**src/hdl/aids_pkg.sv**
```systemverilog
// shared types and constants for the array insert/delete shift unit
// no dependencies; used by aids_front, aids_back and the top level
package aids_pkg;

    localparam int WORD_W = 32;
    localparam int IDX_W  = 6;

    typedef enum logic [2:0] {
        OP_INS_FRONT = 3'd0,
        OP_INS_BACK  = 3'd1,
        OP_INS_AT    = 3'd2,
        OP_DEL_FRONT = 3'd3,
        OP_DEL_BACK  = 3'd4,
        OP_DEL_AT    = 3'd5,
        OP_DEL_FIRST = 3'd6,
        OP_DEL_LAST  = 3'd7
    } t_op;

    typedef enum logic [2:0] {
        ST_IDLE,
        ST_SCAN,
        ST_EDIT,
        ST_LIST,
        ST_DONE
    } t_state;

    // one classified operation as it waits in the queue
    typedef struct packed {
        t_op                       op;
        logic                      scan;
        logic                      enable;
        logic [IDX_W-1:0]          pos;
        logic signed [WORD_W-1:0]  value;
        logic signed [WORD_W-1:0]  key;
    } t_cmd;

endpackage

```
**src/hdl/aids_front.sv**
```systemverilog
// input side: accepts beats, classifies the operation and queues it
// depends on aids_pkg
module aids_front #(
    parameter int DEPTH = 64
) (
    input  logic                                i_clk,
    input  logic                                i_rst_n,
    input  logic                                i_valid,
    output logic                                o_stall,
    input  logic [2:0]                          i_func,
    input  logic [aids_pkg::IDX_W-1:0]          i_position,
    input  logic signed [aids_pkg::WORD_W-1:0]  i_value,
    input  logic signed [aids_pkg::WORD_W-1:0]  i_match_key,
    output logic                                o_q_valid,
    output aids_pkg::t_cmd                      o_q_cmd,
    input  logic                                i_q_pop
);

    localparam int IdxW = aids_pkg::IDX_W;

    aids_pkg::t_cmd w_cmd;
    logic           w_pos_ok;
    logic           w_push;

    aids_pkg::t_cmd r_q [2];
    logic           r_wr, n_wr;
    logic           r_rd, n_rd;
    logic [1:0]     r_cnt, n_cnt;

    assign w_pos_ok = ({1'b0, i_position} < (IdxW + 1)'(DEPTH));

    always_comb begin
        w_cmd.op     = aids_pkg::t_op'(i_func);
        w_cmd.scan   = 1'b0;
        w_cmd.enable = 1'b1;
        w_cmd.pos    = i_position;
        w_cmd.value  = i_value;
        w_cmd.key    = i_match_key;
        unique case (w_cmd.op) inside
            aids_pkg::OP_INS_FRONT, aids_pkg::OP_DEL_FRONT: begin
                w_cmd.pos = '0;
            end
            aids_pkg::OP_INS_AT, aids_pkg::OP_DEL_AT: begin
                w_cmd.enable = w_pos_ok;
            end
            aids_pkg::OP_DEL_FIRST, aids_pkg::OP_DEL_LAST: begin
                // position and enable come from the search in the back end
                w_cmd.scan   = 1'b1;
                w_cmd.enable = 1'b0;
            end
            default: begin
            end
        endcase
    end

    assign o_stall   = (r_cnt == 2'd2);
    assign w_push    = i_valid && !o_stall;
    assign o_q_valid = (r_cnt != 2'd0);
    assign o_q_cmd   = r_q[r_rd];

    always_comb begin
        n_wr  = r_wr ^ w_push;
        n_rd  = r_rd ^ i_q_pop;
        n_cnt = r_cnt + 2'(w_push) - 2'(i_q_pop);
    end

    always_ff @(posedge i_clk) begin
        if (!i_rst_n) begin
            r_wr  <= 1'b0;
            r_rd  <= 1'b0;
            r_cnt <= 2'd0;
        end else begin
            r_wr  <= n_wr;
            r_rd  <= n_rd;
            r_cnt <= n_cnt;
        end
    end

    always_ff @(posedge i_clk) begin
        if (w_push) begin
            r_q[r_wr] <= w_cmd;
        end
    end

    assert property (@(posedge i_clk) disable iff (!i_rst_n)
        (r_cnt != 2'd3) && !(i_q_pop && r_cnt == 2'd0))
        else $error("queue count out of range");

endmodule

```
**config.mk**
```make
export PLATFORM = sky130hd
export DESIGN_NAME = aids_front
export DESIGN_NICKNAME = d
export VERILOG_FILES = /design/src/hdl/aids_pkg.sv /design/src/hdl/aids_front.sv
export SDC_FILE = /design/constraint.sdc
export NUM_CORES = 1
export LEC_CHECK = 0
export ABC_AREA = 1
export BUFFER_PORTS_ARGS = -buffer_cell sky130_fd_sc_hd__buf_2
export CAP_MARGIN = 20
export CORE_MARGIN = 4
export CORE_UTILIZATION = 47
export DETAILED_ROUTE_END_ITERATION = 7
export PLACE_DENSITY = 0.75
export SLEW_MARGIN = 40
export SYNTH_ARGS = -nofsm -noshare
export SYNTH_HDL_FRONTEND = slang
export SYNTH_SLANG_ARGS = --single-unit
export TNS_END_PERCENT = 20
```
**constraint.sdc**
```tcl
create_clock -name i_clk -period 3.02 [get_ports i_clk]
set_input_delay 0.604 -clock i_clk [delete_from_list [all_inputs] [get_ports i_clk]]
set_output_delay 0.604 -clock i_clk [all_outputs]
set_load 0.05 [all_outputs]
```
==> results of run 1 <==
==> worst paths after layout <==
check / startpoint / to / slack [ns] / cells after the start
max: register / o_q_cmd[2] / 0.52 / 3
min: i_match_key[12] / r_q[1][12] / 0.39 / 1
max reg2reg: r_cnt[1] / r_q[0][24] / 0.99 / 5
min reg2reg: r_rd / register / 0.56 / 2
==> cell type report <==
class,instances,area (um2)
Clock buffer,19,433
Tap cell,168,210
Clock inverter,12,106
Fill cell,894,4690
Timing Repair Buffer,158,841
Inverter,17,63.8
Multi-Input combinational cell,104,1210
Sequential cell,155,4610
==> cell families after synthesis <==
family / after synthesis
multiplexers: 75
AND/OR/NAND/NOR: 23
adder cells (fa/ha/maj): 4
AO/OA/AOI/OAI: 1
flip-flops: 155
buffers and inverters: 25
XOR/XNOR: 1
==> per-stage QoR <==
stage / area (um2) / setup TNS, ns / utilization / power (mW)
finish: 7470 / 0 / 0.614 / 6.01
global route: 7470 / 0 / 0.614 / 6.24
CTS: 7470 / 0 / 0.614 / 6.08
detailed placement: 6930 / 0 / 0.570 / 4.14
global placement: 6930 / 0 / 0.570 / 4.11
floorplan: 5930 / -10.20 / - / 3.82
==> sequential cells by signal, indices dropped and copies added, names as in the netlist, named ones only <==
signal,flops
r_q,150
r_cnt,2
r_rd,1
r_wr,1
==> power by group through the flow <==
stage | sequential (mW) | clock (mW) | combinational [mW]
5_1_grt | 2.73 | 2.07 | 1.43
3_3_place_gp | 2.75 | 0 | 1.36
3_5_place_dp | 2.76 | 0 | 1.38
2_1_floorplan | 2.75 | 0 | 1.07
4_1_cts | 2.72 | 1.98 | 1.38
6_report | 2.71 | 1.93 | 1.36
==> routing by layer <==
layer,vias to the layer above,track usage,share of wire
met1,1454,0.165,0.39
met2,98,0.261,0.52
li1,1417,-,-
met5,-,0,0
met3,21,0.0500,0.071
met4,0,0.0659,0.019
==> worst register-to-register path, stage by stage, from the launching register on <==
cell and delay [ns]:
dfxtp_1 0.30, inv_1 0.09, nor2_1 0.06, nor2_1 0.37
ha_4 0.53, buf_12 0.31
==> cell usage in the layout, fill, tap and decap left out, drive strengths merged, types with 2 or more instances in the layout <==
| master | synthesis | final |
|---|---|---|
| buf | 8 | 158 |
| bufinv | 0 | 2 |
| clkbuf | 0 | 19 |
| clkinv | 0 | 9 |
| dfxtp | 5 | 5 |
| edfxtp | 150 | 150 |
| ha | 4 | 4 |
| inv | 17 | 17 |
| mux2 | 75 | 75 |
| nand2 | 8 | 8 |
| nand3 | 2 | 2 |
| nor2 | 13 | 13 |
==> out/metrics.csv, run 1 <==
stage,metric,value,unit
power_and_ir_drop,vdd_drop_max,467,uV
worst_hold_path,worst_hold_path_type,in -> reg,
timing,hold_slack,0.387,ns
global_routing,grt_max_degree,44,
cts,cts_buffers,17,
finish,fin_cells,633,
route,post_drt_wl_per_cell,16.5,um
logic_synthesis,ys_top_cells_by_count,"edfxtp_1, mux2_4, mux2_2",
global_routing,grtUsageTotal,0.149,
worst_setup_path,worstSetupPathType,reg -> out,
logic_synthesis,yosys.area.top_type_share,0.759,
cts,postCtsHoldBufs,0,
timing,min_period,2.50,ns
logic_synthesis,avgSynthCellArea,20.9,um2
worst_setup_path,crit_required,2.42,ns
place,gp_congestion,0.808,
timing,rsz0062_at_grt,no,
route,via_per_inst,4.72,
logic_synthesis,yosysTopAreaCell,edfxtp_1,
floorplan,die_w,120,um
cts,cts_setup_buffers,0,
logic_synthesis,synth_area_leaders,"edfxtp_1, mux2_4, mux2_2",
logic_synthesis,yosys.area_share.simple,0.0150,
logic_synthesis,yosys.cell_count.top_type,edfxtp_1,
cts,cts.repair.resized,0,
logic_synthesis,synth_flop_cell,edfxtp_1,
power_and_ir_drop,p_int,4.25,mW
place,dpl_worst_slack,0.739,ns
route,num_vias,2990,
place,place_inst,602,
cts,clkTransAtPathRegs,0.05,ns
power_and_ir_drop,power_switching_share,0.293,
power_and_ir_drop,switchingPower,1.76,mW
logic_synthesis,synth.area.mux_share,0.174,
power_and_ir_drop,power_density,804,nW/um2
place,dp_hpwl,7200,um
timing,fin_skew,0.00533,ns
route,antenna_left,0,
worst_setup_path,slowest_stage,dfxtp_4,
place,numPortBuffers,153,
worst_setup_path,crit_buf_inv,2,
worst_setup_path,cp.arrival,1.90,ns
floorplan,num_io_pins,154,
global_routing,grt_pass1_vias,3296,
logic_synthesis,yosys_warnings,0,
cts,cts_buffer_depth,2,
logic_synthesis,synth_cells,284,
timing,maxSlewViolCount,0,
logic_synthesis,synth_edf_count,150,
floorplan,rows,40,
route,wl,10400,um
cts,htreeDepth,4,
timing,relSlewSlack,0.669,
logic_synthesis,synth.yosys.seq_area_share,0.776,
worst_setup_path,crit_chain,buf_4 > mux2_2 > buf_2,
cts,cts.sinks,155,
finish,final_net_count,534,
logic_synthesis,ys_ff_latch,155,
logic_synthesis,synth_nets,365,
worst_setup_path,endpoint_kind,primary output,
power_and_ir_drop,combinationalPowerShare,0.227,
timing,finalSetupViolations,0,
power_and_ir_drop,power.share.clock,0.321,
logic_synthesis,synth_compound_gate_area_share,0.000844,
worst_setup_path,critPathTopFamily,flip-flops,
logic_synthesis,synth_top_family_by_area,multiplexers,
worst_setup_path,crit_path_start_kind,register,
flow_run,drv_cap,0,
timing,period_share,0.828,
timing,max_clock_freq,400,MHz
route,first_iter_violations,164,
timing,worst_slack,0.519,ns
floorplan,fp.dieArea,14500,um2
logic_synthesis,synth_fa_ha_area_frac,0.00844,
cts,cts_root_buffer,clkbuf_16,
power_and_ir_drop,p_seq_frac,0.452,
floorplan,coreArea,12200,um2
timing,report.final.hold_viol_count,0,
finish,drive_gt1_frac,0.559,
worst_setup_path,crit_path_max_fanout,23,
floorplan,initial_core_util,0.488,
global_routing,overflow,0,
cts,clock_latency,0.40,ns
logic_synthesis,async_reset_ff_frac,0,
global_routing,antenna_found_initial,0,
logic_synthesis,yosys.area_share.xor_xnor,0.00148,
finish,diodes,0,
floorplan,die_y,120,um
logic_synthesis,synth_cell_type_count,13,
global_routing,grt_pass1_wl,16100,um
route,drt-pass1-iter-count,4,
cts,cts_tree,yes,
power_and_ir_drop,p_leak,2.98,nW
route,detail_route.drc_violations,0,
logic_synthesis,synth_area,5930,um2
finish,syn2layout_area_growth,26.0,%
worst_setup_path,crit_path_max_incr_delay,0.57,ns
run_status,status,"complete, no violations",
timing,worst_pin_slew,0.496,ns
(Power assumes the default switching activity.)
==> run 2, diff against run 1 <==
==> constraint.sdc (replaced) <==
create_clock -name i_clk -period 2 [get_ports i_clk]
set_input_delay 0.4 -clock i_clk [delete_from_list [all_inputs] [get_ports i_clk]]
set_output_delay 0.4 -clock i_clk [all_outputs]
set_load 0.05 [all_outputs]
==> out/metrics.csv, run 2 (synthesis results as in run 1) <==
stage,metric,value,unit,change
run_status,status,finished with violations,,"was complete, no violations"
run_status,violations,negative setup slack,,
timing,report.final.hold_viol_count,0,,unchanged
floorplan,num_io_pins,154,,unchanged
global_routing,grt_max_degree,49,,was 44
worst_setup_path,cp.arrival,1.60,ns,was 1.90 ns
cts,clock_latency,0.42,ns,was 0.40 ns
timing,period_share,1.00,,
finish,final_net_count,546,,was 534
cts,cts.sinks,155,,unchanged
power_and_ir_drop,switchingPower,2.86,mW,was 1.76 mW
finish,largest_reg_flops,150,,unchanged
place,dp_hpwl,6920,um,was 7200 um
floorplan,fp.dieArea,14500,um2,unchanged
route,post_drt_wl_per_cell,18.8,um,was 16.5 um
worst_setup_path,crit_required,1.60,ns,was 2.42 ns
route,detail_route.drc_violations,0,,unchanged
power_and_ir_drop,power_density,1170,nW/um2,was 804 nW/um2
floorplan,die_y,120,um,unchanged
power_and_ir_drop,p_leak,3.32,nW,was 2.98 nW
timing,hold_slack,0.168,ns,was 0.387 ns
worst_setup_path,crit_path_max_incr_delay,0.38,ns,was 0.57 ns
power_and_ir_drop,p_int,6.86,mW,was 4.25 mW
worst_setup_path,slowest_stage,dfxtp_4,,unchanged
route,first_iter_violations,225,,was 164
timing,rsz0062_at_grt,yes,,was no
cts,postCtsHoldBufs,0,,unchanged
finish,drive_gt1_frac,0.579,,was 0.559
floorplan,initial_core_util,0.488,,unchanged
finish,final_cell_mix,"edfxtp_1, buf_2, mux2_4, buf_6, buf_4",,"was buf_2, edfxtp_1, mux2_4, mux2_2"
power_and_ir_drop,vdd_drop_max,832,uV,was 467 uV
finish,final_common_cell,edfxtp_1,,was buf_2
place,gp_congestion,0.678,,was 0.808
cts,htreeDepth,4,,unchanged
worst_setup_path,crit_path_max_fanout,8,,was 23
worst_setup_path,endpoint_kind,primary output,,unchanged
timing,worst_pin_slew,0.390,ns,was 0.496 ns
route,drt-pass1-iter-count,4,,unchanged
flow_run,drv_cap,0,,unchanged
place,numPortBuffers,153,,unchanged
timing,maxSlewViolCount,0,,unchanged
finish,syn2layout_area_growth,40.0,%,was 26.0%
power_and_ir_drop,combinationalPowerShare,0.270,,was 0.227
place,place_inst,603,,was 602
finish,regMostFlops,r_q,,unchanged
power_and_ir_drop,p_seq_frac,0.421,,was 0.452
cts,cts_buffers,17,,unchanged
route,num_vias,3144,,was 2990
timing,fin_skew,0.00910,ns,was 0.00533 ns
worst_setup_path,crit_path_start_kind,register,,unchanged
cts,clkTransAtPathRegs,0.06,ns,was 0.05 ns
power_and_ir_drop,power_switching_share,0.294,,was 0.293
timing,min_period,2.00,ns,
route,via_per_inst,4.87,,was 4.72
power_and_ir_drop,power.share.clock,0.310,,was 0.321
global_routing,overflow,0,,unchanged
worst_setup_path,worstSetupPathType,reg -> out,,unchanged
timing,worst_slack,-0.00142,ns,was 0.519 ns
timing,max_clock_freq,500,MHz,
timing,finalSetupViolations,1,,was 0
finish,diodes,0,,unchanged
worst_hold_path,worst_hold_path_type,in -> reg,,unchanged
cts,cts_buffer_depth,2,,unchanged
cts,cts_root_buffer,clkbuf_16,,unchanged
global_routing,grt_pass1_vias,3426,,was 3296
worst_setup_path,crit_chain,buf_12 > clkbuf_16 > mux2_4 > buf_8,,was buf_4 > mux2_2 > buf_2
route,antenna_left,0,,unchanged
global_routing,grtUsageTotal,0.166,,was 0.149
floorplan,rows,40,,unchanged
global_routing,antenna_found_initial,0,,unchanged
route,wl,12100,um,was 10400 um
cts,cts_tree,yes,,unchanged
floorplan,die_w,120,um,unchanged
finish,reg.largest.list,"r_q: 150 flops, r_cnt: 2 flops",,unchanged
timing,relSlewSlack,0.739,,was 0.669
floorplan,coreArea,12200,um2,unchanged
global_routing,grt_pass1_wl,17800,um,was 16100 um
finish,fin_cells,646,,was 633
-- run 2: what timing repair did --
item	CTS	global route
resized for setup	125	33
buffers inserted	2	0
pin swaps	0	0
cloned	4	5
setup endpoints to repair	63	67
-- run 2: final cells by class --
| cell class | count | area (um2) |
|---|---|---|
| Inverter | 17 | 63.8 |
| Fill cell | 806 | 3860 |
| Clock inverter | 13 | 128 |
| Sequential cell | 155 | 4610 |
| Multi-Input combinational cell | 104 | 1280 |
| Tap cell | 168 | 210 |
| Timing Repair Buffer | 170 | 1580 |
| Clock buffer | 19 | 433 |
-- run 2: path summary, 6_finish.rpt --
kind                   from  slack, ns           to  cells after the start
min          i_match_key[6]       0.17    r_q[1][6]                      1
max                register     -0.001  o_q_cmd[12]                      4
max reg2reg        r_cnt[1]       0.38   r_q[1][48]                      5
min reg2reg            r_rd       0.52     register                      2
-- run 2: per-stage QoR --
step	TNS (ns)	util	total power [mW]	setup slack, ns	instance area (um2)
detailed placement	0	0.574	6.27	0.320	6980
finish	-0.00142	0.683	9.72	-0.00142	8300
floorplan	0	-	5.76	0.107	5960
global placement	0	0.574	6.23	0.326	6980
CTS	-1.19	0.662	9.66	-0.0447	8050
global route	-2.53	0.683	10.1	-0.0571	8300
-- run 2: power groups by stage --
stage                     Sequential [mW]  Combinational (mW)  Clock [mW]
after floorplan                      4.12                1.64           0
after global routing                 4.12                2.73        3.24
after detailed placement             4.15                2.12           0
after global placement               4.13                2.10           0
final                                4.09                2.62        3.01
after CTS                            4.09                2.50        3.07
-- run 2: layer usage --
metal  GRT usage  up-vias  wire [um]
met4      0.0609        0        160
met3      0.0631       17        913
met2       0.291      124       6420
met5           0        -          0
met1       0.183     1556       4630
li1            -     1447          -
-- run 2: critical path, delay by kind of cell (launching register included) --
kind / cells / cell delay, ns
buffers and inverters: 3 / 0.49
multiplexers: 1 / 0.32
flip-flops: 1 / 0.38
==> run 3, diff against run 2 <==
--- a/config.mk
+++ b/config.mk
@@ -11,7 +11,7 @@
 export CORE_MARGIN = 4
 export CORE_UTILIZATION = 47
 export DETAILED_ROUTE_END_ITERATION = 7
-export PLACE_DENSITY = 0.75
+export PLACE_DENSITY = 0.79
 export SLEW_MARGIN = 40
 export SYNTH_ARGS = -nofsm -noshare
 export SYNTH_HDL_FRONTEND = slang
==> out/metrics.csv, run 3 (synthesis results as in run 1) <==
stage,metric,value,unit,change
run_status,status,finished with violations,,unchanged
run_status,violations,negative setup slack,,unchanged
worst_setup_path,cp.arrival,1.60,ns,about the same
worst_setup_path,critPathTopFamily,buffers and inverters,,unchanged
floorplan,fp.dieArea,14500,um2,unchanged
route,first_iter_violations,129,,was 225
cts,cts_buffers,17,,unchanged
worst_setup_path,crit_path_max_fanout,6,,was 8
finish,diodes,0,,unchanged
timing,min_period,2.00,ns,about the same
place,gp_congestion,0.753,,was 0.678
power_and_ir_drop,p_leak,3.35,nW,was 3.32 nW
power_and_ir_drop,power.share.clock,0.338,,was 0.310
global_routing,grt_max_degree,42,,was 49
timing,rsz0062_at_grt,yes,,unchanged
finish,regMostFlops,r_q,,unchanged
floorplan,initial_core_util,0.488,,unchanged
finish,final_common_cell,edfxtp_1,,unchanged
cts,postCtsHoldBufs,0,,unchanged
floorplan,num_io_pins,154,,unchanged
flow_run,drv_cap,0,,unchanged
route,num_vias,3139,,was 3144
route,wl,11700,um,was 12100 um
route,via_per_inst,4.82,,was 4.87
worst_hold_path,worst_hold_path_type,in -> reg,,unchanged
worst_setup_path,crit_required,1.60,ns,about the same
timing,hold_slack,0.175,ns,was 0.168 ns
timing,max_clock_freq,499,MHz,was 500 MHz
timing,period_share,1.00,,about the same
route,detail_route.drc_violations,0,,unchanged
floorplan,die_w,120,um,unchanged
power_and_ir_drop,p_int,7.25,mW,was 6.86 mW
cts,cts_tree,yes,,unchanged
worst_setup_path,crit_buf_inv,3,,unchanged
global_routing,grt_pass1_wl,16100,um,was 17800 um
timing,relSlewSlack,0.693,,was 0.739
cts,cts_buffer_depth,2,,unchanged
worst_setup_path,r2r_slack,0.33,ns,was 0.38 ns
finish,largest_reg_flops,150,,unchanged
place,numPortBuffers,153,,unchanged
timing,worst_pin_slew,0.459,ns,was 0.390 ns
power_and_ir_drop,vdd_drop_max,1040,uV,was 832 uV
floorplan,coreArea,12200,um2,unchanged
finish,final_cell_mix,"edfxtp_1, buf_2, buf_6, mux2_4, clkbuf_16",,"was edfxtp_1, buf_2, mux2_4, buf_6, buf_4"
worst_setup_path,endpoint_kind,primary output,,unchanged
global_routing,grt_pass1_vias,3186,,was 3426
power_and_ir_drop,power_switching_share,0.283,,was 0.294
cts,clock_latency,0.41,ns,was 0.42 ns
worst_setup_path,worstSetupPathType,reg -> out,,unchanged
place,dp_hpwl,6950,um,was 6920 um
worst_setup_path,crit_chain,buf_12 > clkbuf_16 > mux2_4 > buf_6,,was buf_12 > clkbuf_16 > mux2_4 > buf_8
global_routing,antenna_found_initial,1,,was 0
timing,report.final.hold_viol_count,0,,unchanged
worst_setup_path,crit_path_max_incr_delay,0.40,ns,was 0.38 ns
floorplan,die_y,120,um,unchanged
power_and_ir_drop,combinationalPowerShare,0.258,,was 0.270
power_and_ir_drop,p_seq_frac,0.404,,was 0.421
power_and_ir_drop,power,10.1,mW,was 9.72 mW
power_and_ir_drop,switchingPower,2.87,mW,was 2.86 mW
timing,fin_skew,0.00651,ns,was 0.00910 ns
finish,drive_gt1_frac,0.590,,was 0.579
finish,reg.largest.list,"r_q: 150 flops, r_cnt: 2 flops",,unchanged
worst_setup_path,crit_path_start_kind,register,,unchanged
timing,finalSetupViolations,5,,was 1
route,post_drt_wl_per_cell,18.0,um,was 18.8 um
route,antenna_left,0,,unchanged
cts,htreeDepth,4,,unchanged
cts,cts_root_buffer,clkbuf_16,,unchanged
finish,syn2layout_area_growth,41.8,%,was 40.0%
worst_setup_path,slowest_stage,dfxtp_4,,unchanged
timing,finalSetupTns,-0.00982,ns,was -0.00142 ns
floorplan,rows,40,,unchanged
finish,final_net_count,551,,was 546
power_and_ir_drop,power_density,1200,nW/um2,was 1170 nW/um2
route,drt-pass1-iter-count,4,,unchanged
timing,worst_slack,-0.00319,ns,was -0.00142 ns
cts,clkTransAtPathRegs,0.06,ns,about the same
global_routing,overflow,0,,unchanged
global_routing,grtUsageTotal,0.149,,was 0.166
timing,maxSlewViolCount,0,,unchanged
finish,fillCellCount,781,,was 806
cts,cts.sinks,155,,unchanged
-- run 3: path summary, 6_finish.rpt --
| kind | start | endpoint | cells after the start |
|---|---|---|---|
| worst max-delay path | register | o_q_cmd[44] | 4 |
| worst min-delay path | i_match_key[13] | r_q[0][13] | 1 |
| worst min register to register | r_rd | register | 2 |
| worst max register to register | r_cnt[1] | r_q[0][27] | 5 |
-- run 3: stage by stage --
stage                util  setup WS (ns)  instances  area, um2
floorplan               -          0.107        284       5960
global placement    0.577          0.324        606       7020
detailed placement  0.577          0.293        606       7020
CTS                 0.654        -0.0593        639       7960
global route        0.691        -0.0595        651       8410
finish              0.691       -0.00319        651       8410
-- run 3: power groups by stage --
| stage | combinational (mW) | clock, mW | sequential [mW] |
|---|---|---|---|
| 2_1_floorplan | 1.64 | 0 | 4.12 |
| 3_3_place_gp | 2.11 | 0 | 4.13 |
| 3_5_place_dp | 2.14 | 0 | 4.15 |
| 4_1_cts | 2.36 | 3.48 | 4.09 |
| 5_1_grt | 2.72 | 3.65 | 4.12 |
| 6_report | 2.61 | 3.42 | 4.09 |
-- run 3: area by class of cell --
cell class / instances / area, um2 / share of cell area
Multi-Input combinational cell: 104 / 1230 / 0.146
Tap cell: 168 / 210 / 0.0250
Clock inverter: 15 / 224 / 0.0266
Sequential cell: 155 / 4610 / 0.548
Clock buffer: 17 / 425 / 0.0506
Timing Repair Buffer: 175 / 1650 / 0.196
Inverter: 17 / 63.8 / 0.00759
-- run 3: routing by layer --
metal  vias to the layer above  part of all wire  GRT usage
li1                       1454                 -          -
met1                      1544              0.38      0.162
met2                       118              0.53      0.256
met3                        21             0.074     0.0720
met4                         2             0.017     0.0489
met5                         -            0.0011          0
-- run 3: what timing repair did --
| action | 4_1_cts | 5_1_grt |
|---|---|---|
| cloned | 1 | 9 |
| setup endpoints to repair | 41 | 69 |
| gates resized for setup | 93 | 69 |
| setup buffers | 0 | 3 |
-- run 3: worst reg2reg max path, cell delays in order (launching register included) --
cell	delay (ns)
dfxtp_1	0.30
inv_1	0.12
nor2_2	0.06
nor2_1	0.36
ha_4	0.24
buf_12	0.24
